--- config.mk ---
export PLATFORM = sky130hd
export DESIGN_NAME = matrix3x3_arithmetic_unit
export DESIGN_NICKNAME = d
export VERILOG_FILES = /design/src/hdl/m3au_pkg.sv /design/src/hdl/m3au_ram.sv /design/src/hdl/matrix3x3_arithmetic_unit.sv
export SDC_FILE = /design/constraint.sdc
export NUM_CORES = 2
export LEC_CHECK = 0
export ABC_AREA = 0
export BUFFER_PORTS_ARGS = -buffer_cell sky130_fd_sc_hd__clkbuf_2
export CAP_MARGIN = 20
export CORE_MARGIN = 2
export CORE_UTILIZATION = 28
export CTS_CLUSTER_DIAMETER = 30
export DETAILED_ROUTE_END_ITERATION = 12
export SYNTH_ARGS = -nofsm -noshare
export SYNTH_HDL_FRONTEND = slang
export SYNTH_SLANG_ARGS = --single-unit
--- constraint.sdc ---
create_clock -name aclk -period 25.5 [get_ports aclk]
set_clock_uncertainty 0.2 [all_clocks]
set_input_delay 2.55 -clock aclk [delete_from_list [all_inputs] [get_ports aclk]]
set_output_delay 2.55 -clock aclk [all_outputs]
set_load 0.05 [all_outputs]
--- src/hdl/m3au_pkg.sv ---
`default_nettype none

package m3au_pkg;

    // Matrix geometry
    localparam int DIM    = 3;
    localparam int CELLS  = 9;
    localparam int IDX_W  = 2;
    localparam int ADDR_W = 4;
    localparam logic [IDX_W-1:0] LAST_IDX = 2'd2;

    // Result field
    localparam int RES_W = 25;
    localparam logic signed [RES_W-1:0] RES_MAX = {1'b0, {(RES_W-1){1'b1}}};
    localparam logic signed [RES_W-1:0] RES_MIN = {1'b1, {(RES_W-1){1'b0}}};

    // Operation codes
    typedef enum logic [2:0] {
        OP_LOAD  = 3'd0,
        OP_MUL   = 3'd1,
        OP_ADD   = 3'd2,
        OP_SUB   = 3'd3,
        OP_SCALE = 3'd4,
        OP_DET   = 3'd5,
        OP_TRANS = 3'd6
    } op_t;

    // Sequencer states
    typedef enum logic [1:0] {
        ST_IDLE,
        ST_RUN,
        ST_DRAIN,
        ST_DETB
    } state_t;

    // Control that travels alongside a memory read
    typedef struct packed {
        op_t              op;
        logic             src;
        logic [IDX_W-1:0] row;
        logic [IDX_W-1:0] col;
        logic [IDX_W-1:0] kk;
        logic             acc_clr;
        logic             emit;
        logic             last;
        logic             det_fin;
    } seq_tag_t;

    // Row-order address of a matrix element
    function automatic logic [ADDR_W-1:0] cell_addr(input logic [IDX_W-1:0] row,
                                                     input logic [IDX_W-1:0] col);
        cell_addr = ADDR_W'({row, 1'b0}) + ADDR_W'(row) + ADDR_W'(col);
    endfunction

endpackage

`default_nettype wire

--- src/hdl/m3au_ram.sv ---
`default_nettype none

module m3au_ram #(
    parameter int WIDTH = 8,
    parameter int DEPTH = 9
) (
    input  wire logic                     aclk,
    input  wire logic                     we,
    input  wire logic [$clog2(DEPTH)-1:0] waddr,
    input  wire logic [WIDTH-1:0]         wdata,
    input  wire logic                     re,
    input  wire logic [$clog2(DEPTH)-1:0] raddr,
    output logic      [WIDTH-1:0]         rdata
);

    logic [WIDTH-1:0] mem [DEPTH];

    // One write port, one registered read port
    always_ff @(posedge aclk) begin
        if (we) begin
            mem[waddr] <= wdata;
        end
        if (re) begin
            rdata <= mem[raddr];
        end
    end

endmodule

`default_nettype wire

--- src/hdl/matrix3x3_arithmetic_unit.sv ---
// 3x3 matrix arithmetic unit, holding matrices A and B in two small RAMs.
// Input channel s_*: one transaction per operation. A load writes one element
// into the selected RAM; loads may be accepted back to back. A compute
// transaction (multiply, add, subtract, scale, determinant, transpose) starts
// a run of results on the m_* channel; m_last marks the final one.
// s_ready is high only while no run is in progress.
// Each RAM has one read port, so a run issues one element read per matrix per
// cycle unless the output stalls: add/subtract issue 9 reads, scale/transpose
// 18, multiply 27 (three reads per element), determinant 18 plus a final step
// for the second result. Each read passes the RAM read register and stage 1
// into the output register; the block is ready again once the last read has
// drained, or for determinant once the second result enters the output register.
// Reset clears the element valid flags, so both matrices read as zero; no
// clearing pass is needed. When m_ready is held low with a result waiting, the
// read sequence stalls and nothing is dropped.
`default_nettype none

module matrix3x3_arithmetic_unit
    import m3au_pkg::*;
#(
    parameter int ELEMENT_WIDTH = 8
) (
    input  wire logic                    aclk,
    input  wire logic                    aresetn,
    input  wire logic                    s_valid,
    output logic                         s_ready,
    input  wire logic [2:0]              s_op,
    input  wire logic                    s_matrix_sel,
    input  wire logic [1:0]              s_row_index,
    input  wire logic [1:0]              s_col_index,
    input  wire logic signed [7:0]       s_element_value,
    input  wire logic [3:0]              s_scale_factor,
    output logic                         m_valid,
    input  wire logic                    m_ready,
    output logic signed [RES_W-1:0]      m_result_value,
    output logic                         m_result_kind,
    output logic                         m_source_matrix,
    output logic [1:0]                   m_out_row,
    output logic [1:0]                   m_out_col,
    output logic                         m_last
);

    localparam int EW      = ELEMENT_WIDTH;
    localparam int PROD2_W = 2 * EW;
    localparam int PROD3_W = 3 * EW;
    localparam int ACC_W   = 3 * EW + 3;
    localparam int EXT_W   = ACC_W + RES_W;
    localparam int SCL_W   = EW + 5;

    // Clamp a wide result into the output range
    function automatic logic [RES_W-1:0] sat_res(input logic signed [ACC_W-1:0] v);
        logic signed [EXT_W-1:0] vx;
        vx = EXT_W'(v);
        if (vx > EXT_W'(RES_MAX)) begin
            sat_res = RES_MAX;
        end else if (vx < EXT_W'(RES_MIN)) begin
            sat_res = RES_MIN;
        end else begin
            sat_res = RES_W'(vx);
        end
    endfunction

    state_t state_reg, state_next;

    op_t              op_reg;
    logic [3:0]       factor_reg;
    logic             s_reg, s_next;
    logic [IDX_W-1:0] i_reg, i_next;
    logic [IDX_W-1:0] j_reg, j_next;
    logic [IDX_W-1:0] k_reg, k_next;

    logic [CELLS-1:0] valid_a_reg, valid_b_reg;

    seq_tag_t         st1_reg, tag_next;
    logic             st1_vld_reg;
    logic             rvld_a_reg, rvld_b_reg;

    logic signed [ACC_W-1:0]   acc_a_reg, acc_a_next, acc_b_reg, acc_b_next;
    logic signed [PROD2_W-1:0] prod_a_reg, prod_a_next, prod_b_reg, prod_b_next;

    logic                    out_vld_reg;
    logic signed [RES_W-1:0] out_value_reg;
    logic                    out_kind_reg, out_src_reg, out_last_reg;
    logic [IDX_W-1:0]        out_row_reg, out_col_reg;

    op_t               in_op;
    logic              accept, start, load_hit, is_compute;
    logic [ADDR_W-1:0] load_addr;
    logic              out_blocked, advance, issue, consume, final_step, detb_emit;
    logic [IDX_W-1:0]  kmax, jmax;
    logic              smax;
    logic [2:0]        diag;
    logic [IDX_W-1:0]  dmod, det_col;
    logic [ADDR_W-1:0] addr_a, addr_b;
    logic [EW-1:0]     rd_a, rd_b;

    logic signed [EW-1:0]      ea, eb, e_sel;
    logic signed [4:0]         fac_s;
    logic signed [SCL_W-1:0]   scale_prod;
    logic signed [PROD2_W-1:0] mul_x;
    logic signed [PROD3_W-1:0] mult_a, mult_b;
    logic signed [ACC_W-1:0]   term_a, term_b, base_a, base_b, rv;

    // Input decode
    assign in_op     = op_t'(s_op);
    assign accept    = s_valid && s_ready;
    assign load_addr = cell_addr(s_row_index, s_col_index);
    assign load_hit  = accept && (in_op == OP_LOAD) &&
                       (s_row_index <= LAST_IDX) && (s_col_index <= LAST_IDX);

    always_comb begin
        unique case (in_op)
            OP_MUL, OP_ADD, OP_SUB, OP_SCALE, OP_DET, OP_TRANS: is_compute = 1'b1;
            default:                                            is_compute = 1'b0;
        endcase
    end
    assign start = accept && is_compute;

    // Loop bounds per operation
    always_comb begin
        kmax = '0;
        jmax = LAST_IDX;
        smax = 1'b0;
        unique case (op_reg)
            OP_MUL: begin
                kmax = LAST_IDX;
            end
            OP_SCALE, OP_TRANS: begin
                smax = 1'b1;
            end
            OP_DET: begin
                kmax = LAST_IDX;
                jmax = '0;
                smax = 1'b1;
            end
            default: begin
                kmax = '0;
            end
        endcase
    end
    assign final_step = (k_reg == kmax) && (j_reg == jmax) &&
                        (i_reg == LAST_IDX) && (s_reg == smax);

    // Stall: stage 1 holds while its result cannot enter the output register
    assign out_blocked = out_vld_reg && !m_ready;
    assign advance     = !(st1_vld_reg && st1_reg.emit && out_blocked);
    assign consume     = st1_vld_reg && advance;

    // Next state
    always_comb begin
        state_next = state_reg;
        unique case (state_reg)
            ST_IDLE: begin
                if (start) begin
                    state_next = ST_RUN;
                end
            end
            ST_RUN: begin
                if (advance && final_step) begin
                    state_next = ST_DRAIN;
                end
            end
            ST_DRAIN: begin
                if (consume) begin
                    state_next = st1_reg.det_fin ? ST_DETB : ST_IDLE;
                end
            end
            ST_DETB: begin
                if (!out_blocked) begin
                    state_next = ST_IDLE;
                end
            end
            default: begin
                state_next = ST_IDLE;
            end
        endcase
    end

    // State outputs
    always_comb begin
        s_ready   = 1'b0;
        issue     = 1'b0;
        detb_emit = 1'b0;
        unique case (state_reg)
            ST_IDLE:  s_ready   = 1'b1;
            ST_RUN:   issue     = advance;
            ST_DRAIN: issue     = 1'b0;
            ST_DETB:  detb_emit = !out_blocked;
            default:  s_ready   = 1'b0;
        endcase
    end

    // Nested step counters: k innermost, then j, i, s
    always_comb begin
        s_next = s_reg;
        i_next = i_reg;
        j_next = j_reg;
        k_next = k_reg;
        if (start) begin
            s_next = 1'b0;
            i_next = '0;
            j_next = '0;
            k_next = '0;
        end else if (issue) begin
            if (k_reg != kmax) begin
                k_next = k_reg + 1'b1;
            end else begin
                k_next = '0;
                if (j_reg != jmax) begin
                    j_next = j_reg + 1'b1;
                end else begin
                    j_next = '0;
                    if (i_reg != LAST_IDX) begin
                        i_next = i_reg + 1'b1;
                    end else begin
                        i_next = '0;
                        s_next = ~s_reg;
                    end
                end
            end
        end
    end

    // Read addresses; determinant walks the Sarrus diagonals row by row
    assign diag    = {1'b0, i_reg} + {1'b0, k_reg};
    assign dmod    = (diag >= 3'(DIM)) ? IDX_W'(diag - 3'(DIM)) : IDX_W'(diag);
    assign det_col = s_reg ? (LAST_IDX - dmod) : dmod;

    always_comb begin
        unique case (op_reg)
            OP_MUL: begin
                addr_a = cell_addr(i_reg, k_reg);
                addr_b = cell_addr(k_reg, j_reg);
            end
            OP_TRANS: begin
                addr_a = cell_addr(j_reg, i_reg);
                addr_b = cell_addr(j_reg, i_reg);
            end
            OP_DET: begin
                addr_a = cell_addr(k_reg, det_col);
                addr_b = cell_addr(k_reg, det_col);
            end
            default: begin
                addr_a = cell_addr(i_reg, j_reg);
                addr_b = cell_addr(i_reg, j_reg);
            end
        endcase
    end

    // Control tag for the read being issued
    always_comb begin
        tag_next.op      = op_reg;
        tag_next.src     = s_reg;
        tag_next.row     = i_reg;
        tag_next.col     = j_reg;
        tag_next.kk      = k_reg;
        tag_next.last    = final_step && (op_reg != OP_DET);
        tag_next.det_fin = final_step && (op_reg == OP_DET);
        unique case (op_reg)
            OP_MUL: begin
                tag_next.acc_clr = (k_reg == '0);
                tag_next.emit    = (k_reg == LAST_IDX);
            end
            OP_DET: begin
                tag_next.acc_clr = !s_reg && (i_reg == '0);
                tag_next.emit    = final_step;
            end
            default: begin
                tag_next.acc_clr = 1'b0;
                tag_next.emit    = 1'b1;
            end
        endcase
    end

    // Element stores
    m3au_ram #(
        .WIDTH (EW),
        .DEPTH (CELLS)
    ) u_ram_a (
        .aclk  (aclk),
        .we    (load_hit && !s_matrix_sel),
        .waddr (load_addr),
        .wdata (EW'(s_element_value)),
        .re    (issue),
        .raddr (addr_a),
        .rdata (rd_a)
    );

    m3au_ram #(
        .WIDTH (EW),
        .DEPTH (CELLS)
    ) u_ram_b (
        .aclk  (aclk),
        .we    (load_hit && s_matrix_sel),
        .waddr (load_addr),
        .wdata (EW'(s_element_value)),
        .re    (issue),
        .raddr (addr_b),
        .rdata (rd_b)
    );

    // Stage 1 operands; never-written elements read as zero
    assign ea    = rvld_a_reg ? signed'(rd_a) : '0;
    assign eb    = rvld_b_reg ? signed'(rd_b) : '0;
    assign e_sel = st1_reg.src ? eb : ea;
    assign fac_s = signed'({1'b0, factor_reg});

    assign scale_prod = SCL_W'(e_sel) * SCL_W'(fac_s);
    assign mul_x      = (st1_reg.op == OP_MUL) ? PROD2_W'(eb) : prod_a_reg;
    assign mult_a     = PROD3_W'(mul_x) * PROD3_W'(ea);
    assign mult_b     = PROD3_W'(prod_b_reg) * PROD3_W'(eb);

    assign term_a = ACC_W'(mult_a);
    assign term_b = ACC_W'(mult_b);
    assign base_a = st1_reg.acc_clr ? '0 : acc_a_reg;
    assign base_b = st1_reg.acc_clr ? '0 : acc_b_reg;

    // Accumulate dot products and determinant terms
    always_comb begin
        acc_a_next  = acc_a_reg;
        acc_b_next  = acc_b_reg;
        prod_a_next = prod_a_reg;
        prod_b_next = prod_b_reg;
        unique case (st1_reg.op)
            OP_MUL: begin
                acc_a_next = base_a + term_a;
            end
            OP_DET: begin
                if (st1_reg.kk == '0) begin
                    prod_a_next = PROD2_W'(ea);
                    prod_b_next = PROD2_W'(eb);
                end else begin
                    prod_a_next = PROD2_W'(mult_a);
                    prod_b_next = PROD2_W'(mult_b);
                end
                if (st1_reg.kk == LAST_IDX) begin
                    acc_a_next = st1_reg.src ? (base_a - term_a) : (base_a + term_a);
                    acc_b_next = st1_reg.src ? (base_b - term_b) : (base_b + term_b);
                end
            end
            default: begin
                acc_a_next = acc_a_reg;
            end
        endcase
    end

    // Result value of the transaction in stage 1
    always_comb begin
        unique case (st1_reg.op)
            OP_MUL, OP_DET: rv = acc_a_next;
            OP_ADD:         rv = ACC_W'(ea) + ACC_W'(eb);
            OP_SUB:         rv = ACC_W'(ea) - ACC_W'(eb);
            OP_SCALE:       rv = ACC_W'(scale_prod);
            default:        rv = ACC_W'(e_sel);
        endcase
    end

    // Control registers
    always_ff @(posedge aclk) begin
        if (!aresetn) begin
            state_reg   <= ST_IDLE;
            s_reg       <= 1'b0;
            i_reg       <= '0;
            j_reg       <= '0;
            k_reg       <= '0;
            valid_a_reg <= '0;
            valid_b_reg <= '0;
            st1_vld_reg <= 1'b0;
            out_vld_reg <= 1'b0;
        end else begin
            state_reg <= state_next;
            s_reg     <= s_next;
            i_reg     <= i_next;
            j_reg     <= j_next;
            k_reg     <= k_next;
            if (load_hit && !s_matrix_sel) begin
                valid_a_reg[load_addr] <= 1'b1;
            end
            if (load_hit && s_matrix_sel) begin
                valid_b_reg[load_addr] <= 1'b1;
            end
            if (advance) begin
                st1_vld_reg <= issue;
            end
            if ((consume && st1_reg.emit) || detb_emit) begin
                out_vld_reg <= 1'b1;
            end else if (m_ready) begin
                out_vld_reg <= 1'b0;
            end
        end
    end

    // Operation latch, stage 1 and datapath registers
    always_ff @(posedge aclk) begin
        if (start) begin
            op_reg     <= in_op;
            factor_reg <= s_scale_factor;
        end
        if (issue) begin
            st1_reg    <= tag_next;
            rvld_a_reg <= valid_a_reg[addr_a];
            rvld_b_reg <= valid_b_reg[addr_b];
        end
        if (consume) begin
            acc_a_reg  <= acc_a_next;
            acc_b_reg  <= acc_b_next;
            prod_a_reg <= prod_a_next;
            prod_b_reg <= prod_b_next;
        end
    end

    // Output register
    always_ff @(posedge aclk) begin
        if (consume && st1_reg.emit) begin
            out_value_reg <= sat_res(rv);
            out_kind_reg  <= (st1_reg.op == OP_DET);
            out_src_reg   <= ((st1_reg.op == OP_SCALE) || (st1_reg.op == OP_TRANS)) &&
                             st1_reg.src;
            out_row_reg   <= (st1_reg.op == OP_DET) ? '0 : st1_reg.row;
            out_col_reg   <= (st1_reg.op == OP_DET) ? '0 : st1_reg.col;
            out_last_reg  <= st1_reg.last;
        end else if (detb_emit) begin
            out_value_reg <= sat_res(acc_b_reg);
            out_kind_reg  <= 1'b1;
            out_src_reg   <= 1'b1;
            out_row_reg   <= '0;
            out_col_reg   <= '0;
            out_last_reg  <= 1'b1;
        end
    end

    assign m_valid         = out_vld_reg;
    assign m_result_value  = out_value_reg;
    assign m_result_kind   = out_kind_reg;
    assign m_source_matrix = out_src_reg;
    assign m_out_row       = out_row_reg;
    assign m_out_col       = out_col_reg;
    assign m_last          = out_last_reg;

endmodule

`default_nettype wire

==> metrics <==
status completed; Total Power 0.00456 W; CTS max path bufs 3; crit path DAT approximately 11,000 ps; sequential standard cell area ~0.0096 sq mm; Post-synth EDFFs 301; initial antenna violation count 2; # setup viols final 0; vias between 20,000 and 25,000; final hold vios 0; sw frac 0.450; io pins 58; die height roughly 340 microns; Static Leak approximately 15 nW; DRC 0; Peak supply drop slightly above 0.08 mV; most frequent cells in the layout inv_1, edfxtp_1, nand2_1, nor2_1, fa_1; row count 122; Post-synth top flop edfxtp_1; number of global-route vias before repair 23,809; clock tree from TritonCTS built; Port Buf Inserts 57; wire per inst 18.0 microns; Pint around 0.0025 W; syn_nets between 3,000 and 4,000; CP Max Fanout 82; core footprint 0.110 sq mm; Hold-fix buffers, CTS 0; Setup crit end kind register; Post-synth ARST share 0; power density cells between 100 and 150 mW/mm^2; Tcrit/Tclk final 0.430; GP Congestion slightly below 0.9; Sw Pwr 0.00205 W; Cell Area, Placed roughly 0.033 sq mm; Finished Cell Area about 0.036 sq mm; CTS clock-pin slew for the worst setup and hold paths 50 ps; slowest stage cell, crit path and2_1; Multi-input gate area around 0.019 sq mm; worst hold path class reg -> reg; Final min period between 10,000 and 15,000 ps; share of layout cells above drive strength 1 0.0970; Synth Warn # 0; All-Layer GR Usage 0.154; cell count after synthesis around 3,300; antenna violation net count after detailed routing 0; DRT Pass-1 Iters 5; first-pass GRT wire length between 100 and 150 mm; Synth cell types 105; crit start category register; Setup TNS 0 ps; sequential share of the synthesized area 0.310; Routed WL a little under 90 mm; initial core utilization 0.281; Area Overhead vs Synth 16.0%; max cap viols 0; root buffer cell clkbuf_16; CP required roughly 26,000 ps; antenna cells 0; clk sinks between 300 and 400; Yosys reg bits between 300 and 400; Vias/cell roughly 5; Slew Viols, Final 0; Die ar. 0.113 sq mm; PostCTS Resize Cnt 0; mapped cell area a little over 0.03 sq mm; crit path kind reg -> reg; slew of the pin with the lowest slew margin around 1100 ps; CTS Buf Count 80; final layout net count roughly 3,800; Detailed Route Iter0 Violations about 1,700; Die Wd around 340 microns; RSZ-0062 raised after global routing false; Top Registers u_ram_a.mem (72), u_ram_b.mem (72); fmax slightly above 0.09 GHz; mean post-synth cell area about 9.5 sq um; clock network power share 0.243; most common cell after layout, fill and taps aside inv_1; postcts setup bufs 0; Slew headroom 0.266; clk_lat worst skew about 650 ps; part of the power in combinational logic 0.603; Seq pwr share 0.153; CP peak stage delay 740 ps; FILL cells around 11,000; GRT Residual Overflow 0; hpwl dp between 60 and 70 mm; H-tree Lvls 3; largest net degree at the start of global routing 83
power groups by stage:
stage / Clock, W / Sequential, W / Combinational, W
3_5_place_dp: 0 / 0.000709 / 0.00272
2_1_floorplan: 0 / 0.000702 / 0.00212
5_1_grt: 0.00115 / 0.000701 / 0.00307
6_report: 0.00111 / 0.000700 / 0.00275
4_1_cts: 0.00112 / 0.000699 / 0.00274
3_3_place_gp: 0 / 0.000709 / 0.00271
final timing paths:
check / start / to / slack [ps] / cells after the start
max: rvld_b_reg$_DFFE_PP_ / m_result_value[21]$_DFFE_PP_ / 14550 / 32
min: valid_a_reg[2]$_SDFFE_PN0P_ / valid_a_reg[2]$_SDFFE_PN0P_ / 250 / 1
max reg2reg: rvld_b_reg$_DFFE_PP_ / m_result_value[21]$_DFFE_PP_ / 14550 / 32
min reg2reg: valid_a_reg[2]$_SDFFE_PN0P_ / valid_a_reg[2]$_SDFFE_PN0P_ / 250 / 1
cell families (layout without fill, tap and decap cells):
group                      Yosys count  after routing  synth area share
DFF                                330            330             0.310
muxes                               45             45            0.0223
buffers and inverters              536            651            0.0680
and+or+nand+nor                   1024           1024             0.160
AOI/OAI and AO/OA                  693            693             0.148
xor gates and xnor gates           165            165            0.0476
adders and majority gates          463            463             0.244
Yosys cell counts, types with 13 or more instances:
library cell | count | area [sq um]
nor2b_1 | 77 | 482
clkbuf_1 | 103 | 387
inv_1 | 395 | 1480
o21bai_1 | 16 | 120
a211oi_1 | 38 | 285
a21oi_1 | 168 | 841
nor3_1 | 49 | 245
a21o_1 | 57 | 428
o21ai_0 | 174 | 871
o21a_1 | 31 | 233
buf_1 | 19 | 71.3
nand2b_1 | 53 | 332
nor2_1 | 276 | 1040
fa_1 | 237 | 4740
nand3_1 | 40 | 200
nand2_1 | 294 | 1100
ha_1 | 222 | 2780
mux2i_1 | 24 | 240
a31oi_1 | 32 | 200
o22ai_1 | 13 | 81.3
and3_1 | 93 | 582
and2_1 | 62 | 388
xnor2_1 | 110 | 963
xor2_1 | 53 | 464
edfxtp_1 | 301 | 9040
dfxtp_1 | 29 | 581
a311oi_1 | 15 | 131
mux4_2 | 19 | 428
stage by stage:
step / hold slack [ps] / cells / util / setup WS (ps)
after CTS: 261 / 4854 / 0.326 / 14570
after global placement: 238 / 4704 / 0.299 / 14630
after global routing: 269 / 4859 / 0.327 / 13740
final: 254 / 4859 / 0.327 / 14550
after floorplan: 224 / 3256 / - / 16920
after detailed placement: 250 / 4706 / 0.299 / 14640
layout make-up:
class | count | share of cell area
clock buffers | 93 | 0.0587
inverters | 398 | 0.0416
repair buffers | 105 | 0.0189
multi-input cells | 2390 | 0.537
flip-flops and latches | 330 | 0.267
clock inverters | 55 | 0.0244
well taps | 1488 | 0.0517
routing by layer:
layer / wire length, microns / vias to the layer above / global-route usage / share of wire
met5: 26 / - / 0 / 0.00030
met4: 2400 / 4 / 0.0497 / 0.027
met3: 4960 / 133 / 0.0269 / 0.057
met2: 40000 / 676 / 0.247 / 0.46
met1: 40200 / 11716 / 0.209 / 0.46
li1: - / 11339 / - / -
worst max-delay path, delay by kind of cell, from the launching register on:
family                     cells  cell delay, ps
DFF                            1             310
AOI/OAI and AO/OA             11            2980
adders and majority gates      6            2680
buffers and inverters          6            1270
xor gates and xnor gates       1             280
and+or+nand+nor                8            2900
(Power assumes the default switching activity.)
